$ cat config.mk
export PLATFORM = sky130hd
export DESIGN_NAME = deq_ctrl
export DESIGN_NICKNAME = d
export VERILOG_FILES = /design/src/sv/deq_pkg.sv /design/src/sv/deq_ctrl.sv
export SDC_FILE = /design/constraint.sdc
export NUM_CORES = 1
export LEC_CHECK = 0
export BUFFER_PORTS_ARGS = -buffer_cell sky130_fd_sc_hd__buf_2
export CAP_MARGIN = 5
export CELL_PAD_IN_SITES_DETAIL_PLACEMENT = 1
export CELL_PAD_IN_SITES_GLOBAL_PLACEMENT = 2
export CORE_AREA = 2 2 39 41
export DETAILED_ROUTE_END_ITERATION = 8
export DIE_AREA = 0 0 41 43
export PLACE_DENSITY_LB_ADDON = 0.1
export SKIP_LAST_GASP = 1
export SLEW_MARGIN = 20
export SYNTH_ARGS = -nofsm -noshare
export SYNTH_HDL_FRONTEND = slang
export SYNTH_SLANG_ARGS = --single-unit
$ cat constraint.sdc
create_clock -name clk -period 0.83 [get_ports clk]
set_input_delay 0 -clock clk [delete_from_list [all_inputs] [get_ports clk]]
set_output_delay 0 -clock clk [all_outputs]
set_load 0.005 [all_outputs]
$ cat src/sv/deq_pkg.sv
// Shared types and codes for the double-ended queue.
`timescale 1ns / 1ps

package deq_pkg;

	// Widths of the transaction fields
	localparam int unsigned KindBits  = 3;
	localparam int unsigned FieldBits = 32;
	localparam int unsigned CountBits = 11;

	// Operation codes; the two unused codes act as a query
	typedef enum logic [KindBits-1:0] {
		KIND_PUSH_FRONT = 3'd0,
		KIND_PUSH_BACK  = 3'd1,
		KIND_POP_FRONT  = 3'd2,
		KIND_POP_BACK   = 3'd3,
		KIND_CLEAR      = 3'd4,
		KIND_QUERY      = 3'd5
	} deq_kind_t;

	// Result status codes
	typedef enum logic [1:0] {
		STAT_OK    = 2'd0,
		STAT_EMPTY = 2'd1,
		STAT_FULL  = 2'd2
	} deq_status_t;

	// Input transaction
	typedef struct packed {
		logic [KindBits-1:0]         kind;
		logic signed [FieldBits-1:0] value;
	} deq_in_t;

	// Output transaction
	typedef struct packed {
		logic signed [FieldBits-1:0] popped;
		deq_status_t                 status;
		logic signed [FieldBits-1:0] front_word;
		logic signed [FieldBits-1:0] back_word;
		logic [CountBits-1:0]        count;
		logic                        is_empty;
	} deq_out_t;

	// Commands from the controller to the datapath
	typedef struct packed {
		logic exec;
		logic load;
	} deq_cmd_t;

endpackage

$ cat src/sv/deq_ctrl.sv
// Controller state machine for the double-ended queue.
`timescale 1ns / 1ps

module deq_ctrl import deq_pkg::*; (
	input  logic     clk,
	input  logic     arst_n,
	input  logic     in_valid,
	output logic     in_ready,
	output logic     out_valid,
	input  logic     out_ready,
	output deq_cmd_t cmd
);

	typedef enum logic [1:0] {
		S_IDLE = 2'b01,
		S_LOAD = 2'b10
	} state_t;

	state_t state_q;
	state_t state_nxt;
	logic   out_valid_q;

	// Decode handshakes into datapath commands
	assign in_ready = (state_q == S_IDLE);
	assign cmd.exec = in_valid && in_ready;
	assign cmd.load = (state_q == S_LOAD) && (!out_valid_q || out_ready);
	assign out_valid = out_valid_q;

	// Advance the state
	always_comb begin
		state_nxt = state_q;
		unique case (state_q)
			S_IDLE: begin
				if (cmd.exec) state_nxt = S_LOAD;
			end
			S_LOAD: begin
				if (cmd.load) state_nxt = S_IDLE;
			end
			default: state_nxt = S_IDLE;
		endcase
	end

	always_ff @(posedge clk or negedge arst_n) begin
		if (!arst_n) begin
			state_q     <= S_IDLE;
			out_valid_q <= 1'b0;
		end else begin
			state_q <= state_nxt;
			// Hold the result until taken; a new one replaces it
			if (cmd.load) out_valid_q <= 1'b1;
			else if (out_ready) out_valid_q <= 1'b0;
		end
	end

endmodule

==> reports/qor.yml <==
root_buffer: "clkbuf_4"
viasPerCell: 3.35
synth_top_family_by_area: "simple AND/OR/NAND/NOR gates"
final_nets: 32
fin_skew_ns: 0.00560
outcome: "finished, violations left"
place_area_sq_um: 200
crit_path_max_fanout: 3
synth_ff_type: "dfrtp_1"
vias: 144
setup_violations: 6
rsz0062_at_grt: "true"
slowest_delay_ns: 0.53
globalplace.congestion: 0.676
place_ws_ns: -0.0602
fillers: 167
synth-compound-area-share_pct: 12.5
yosys_register_bits: 3
drc: 0
grt_pass1_vias: 182
path_class: "reg2out"
violations: "negative setup slack"
synth-edff-count: 0
grt_max_degree: 5
setup_ws_ns: -0.235
dieArea_sq_um: 1760
die_h_um: 43
fin_crit_sh_pct: 128
fp-row-count: 14
worstHoldPathType: "in2async"
syn_inst: 11
initial_core_util_pct: 9.40
pwr_density_cell_nw_per_um2: 2060
final_area_sq_um: 277
synth_commonest_cells: "dfrtp_1 (2), nand2b_1 (2), nor2b_1 (2)"
grtUsageTotal_pct: 6.53
grt_pass1_wl_um: 676
core_sq_um: 1380
slowest_stage: "dfstp_2"
clk_latency_ns: 0.24
cts.clk_slew.worst_paths_ns: 0.04
synth.distinct_cells: 8
io_pins: 8
antenna_found_initial: 0
die_x_um: 41
clock_sinks: 3
dr.pass1.iters: 1
ys_async_sr_fraction_pct: 100
synth_fa_ha_area_share_pct: 0
wire_per_inst_um: 9.79
synth-simple-area-share_pct: 28.8
synth_top_area_share_pct: 38.5
end_kind: "primary output"
post-place-cells: 35
antenna_cells: 0
detail-route-antenna-nets: 0
slew_violations: 0
drv_cap: 0
yosysWarnings: 0
p_leak_nw: 0.141
worst_slew_pin_slew_ns: 0.196
max_freq_ghz: 0.939
synth_area_leaders: "dfrtp_1 (38%), dfstp_2 (20%), nand2b_1 (9.6%)"
netlist_area_sq_um: 130
layout-drive-gt1-share_pct: 66.7
yosysSeqAreaShare_pct: 58.7
muxShareOfSynthArea_pct: 0
totalWireLength_um: 421
avgSynthCellArea_sq_um: 11.8
cts_tree: "built"
synthXorXnorAreaFrac_pct: 0
critPathRequiredTime_ns: 0.83
maxSlewHeadroom_pct: 86.9
finalNonFillerCells: 43
hold_viol: 0
fin_crit_ns: 1.06
vdd_drop_max_mv: 0.525
synth_area_leader_cell: "dfrtp_1"
start_kind: "flop"
grt_overflow: 0
drt_iter0_markers: 0
fin_tns_setup_ns: -1.06
cp_data_arrival_time_ns: 1.06
htreeDepth: 1
worstPathCellList: "nor2b_2, buf_2"
port_buffers: 7
synth_fp_nets: 15
cts_buffers: 3
syn2layout_area_growth_pct: 112
ctsLongestPathBuffers: 2
==> area by class of cell <==
cell class	count	area (sq um)	area share, %
clock buffer	4	26.3	9.50
multi-input combinational	8	72.6	26.2
sequential	3	76.3	27.6
tap	16	20.0	7.24
timing repair buffer	12	81.3	29.4
==> cells in the final DEF (no fill, tap or decap) <==
master	n
nor2b_2	1
and3b_1	1
nand2b_1	1
buf_6	1
buf_4	2
nand2b_4	1
o21bai_1	1
dlygate4sd3_1	2
nor2b_1	1
dfstp_2	1
buf_2	7
a2bb2oi_2	1
nand2_2	1
clkbuf_1	1
dfrtp_1	2
clkbuf_4	3
==> where the power goes <==
| group | internal, W | total (W) | leakage, nW | switching [W] |
|---|---|---|---|---|
| logic | 0.0000793 | 0.000129 | 0.0889 | 0.0000498 |
| registers | 0.000169 | 0.000179 | 0.0367 | 0.00000994 |
| clock network | 0.000181 | 0.000262 | 0.0150 | 0.0000818 |
| total | 0.000429 | 0.000571 | 0.141 | 0.000142 |
==> worst max-delay path, delay by kind of cell, from the launching register on <==
family	cells	cell delay, ns
flops	1	0.53
buf+inv	1	0.13
simple gates	1	0.17
==> through the flow <==
stage / power, W / utilization (%) / hold slack, ns
detailed placement: 0.000278 / 14.5 / -0.198
CTS: 0.000579 / 19.5 / 0.0778
global placement: 0.000278 / 14.5 / -0.198
global route: 0.000618 / 20.0 / 0.114
floorplan: 0.000228 / - / -0.296
finish: 0.000571 / 20.0 / 0.0841
==> sequential cells by signal (all words and copies together) (netlist names) <==
| register | flops |
|---|---|
| state_q | 2 |
| out_valid | 1 |
==> worst paths after layout <==
path / slack, ns / cells past startpoint / startpoint / endpoint
setup reg to reg: -0.14 / 3 / state_q[0]$_DFFE_PN1P_ / state_q[1]$_DFFE_PN0P_
hold / removal: 0.08 / 2 / arst_n / state_q[1]$_DFFE_PN0P_
max in group asynchronous: 0.55 / 2 / arst_n / state_q[0]$_DFFE_PN1P_
hold reg to reg: 0.58 / 2 / out_valid$_DFFE_PN0P_ / out_valid$_DFFE_PN0P_
min in group clk: 0.13 / 3 / out_ready / out_valid$_DFFE_PN0P_
setup / recovery: -0.23 / 2 / state_q[0]$_DFFE_PN1P_ / in_ready
==> metal layers <==
layer	track usage, %	vias up	wire (um)	part of all wire, %
met5	0	-	0	0
met4	8.00	0	0	0
met3	3.66	0	21	5.0
met2	9.38	4	241	57
met1	5.14	72	158	38
li1	-	68	-	-
==> timing repair <==
| item | 4_1_cts | 5_1_grt |
|---|---|---|
| resized for setup | 3 | 1 |
| hold endpoints to repair | 4 | 0 |
| hold buffers | 2 | 0 |
| buffers inserted | 2 | 0 |
| setup endpoints to repair | 6 | 6 |
==> cell families (layout without fill, tap and decap cells) <==
group / Yosys count / after routing
flip-flops: 3 / 3
AO/OA/AOI/OAI: 2 / 2
buffers and inverters: 0 / 16
AND/OR/NAND/NOR: 6 / 6
Power figures use the tool's default switching activity.
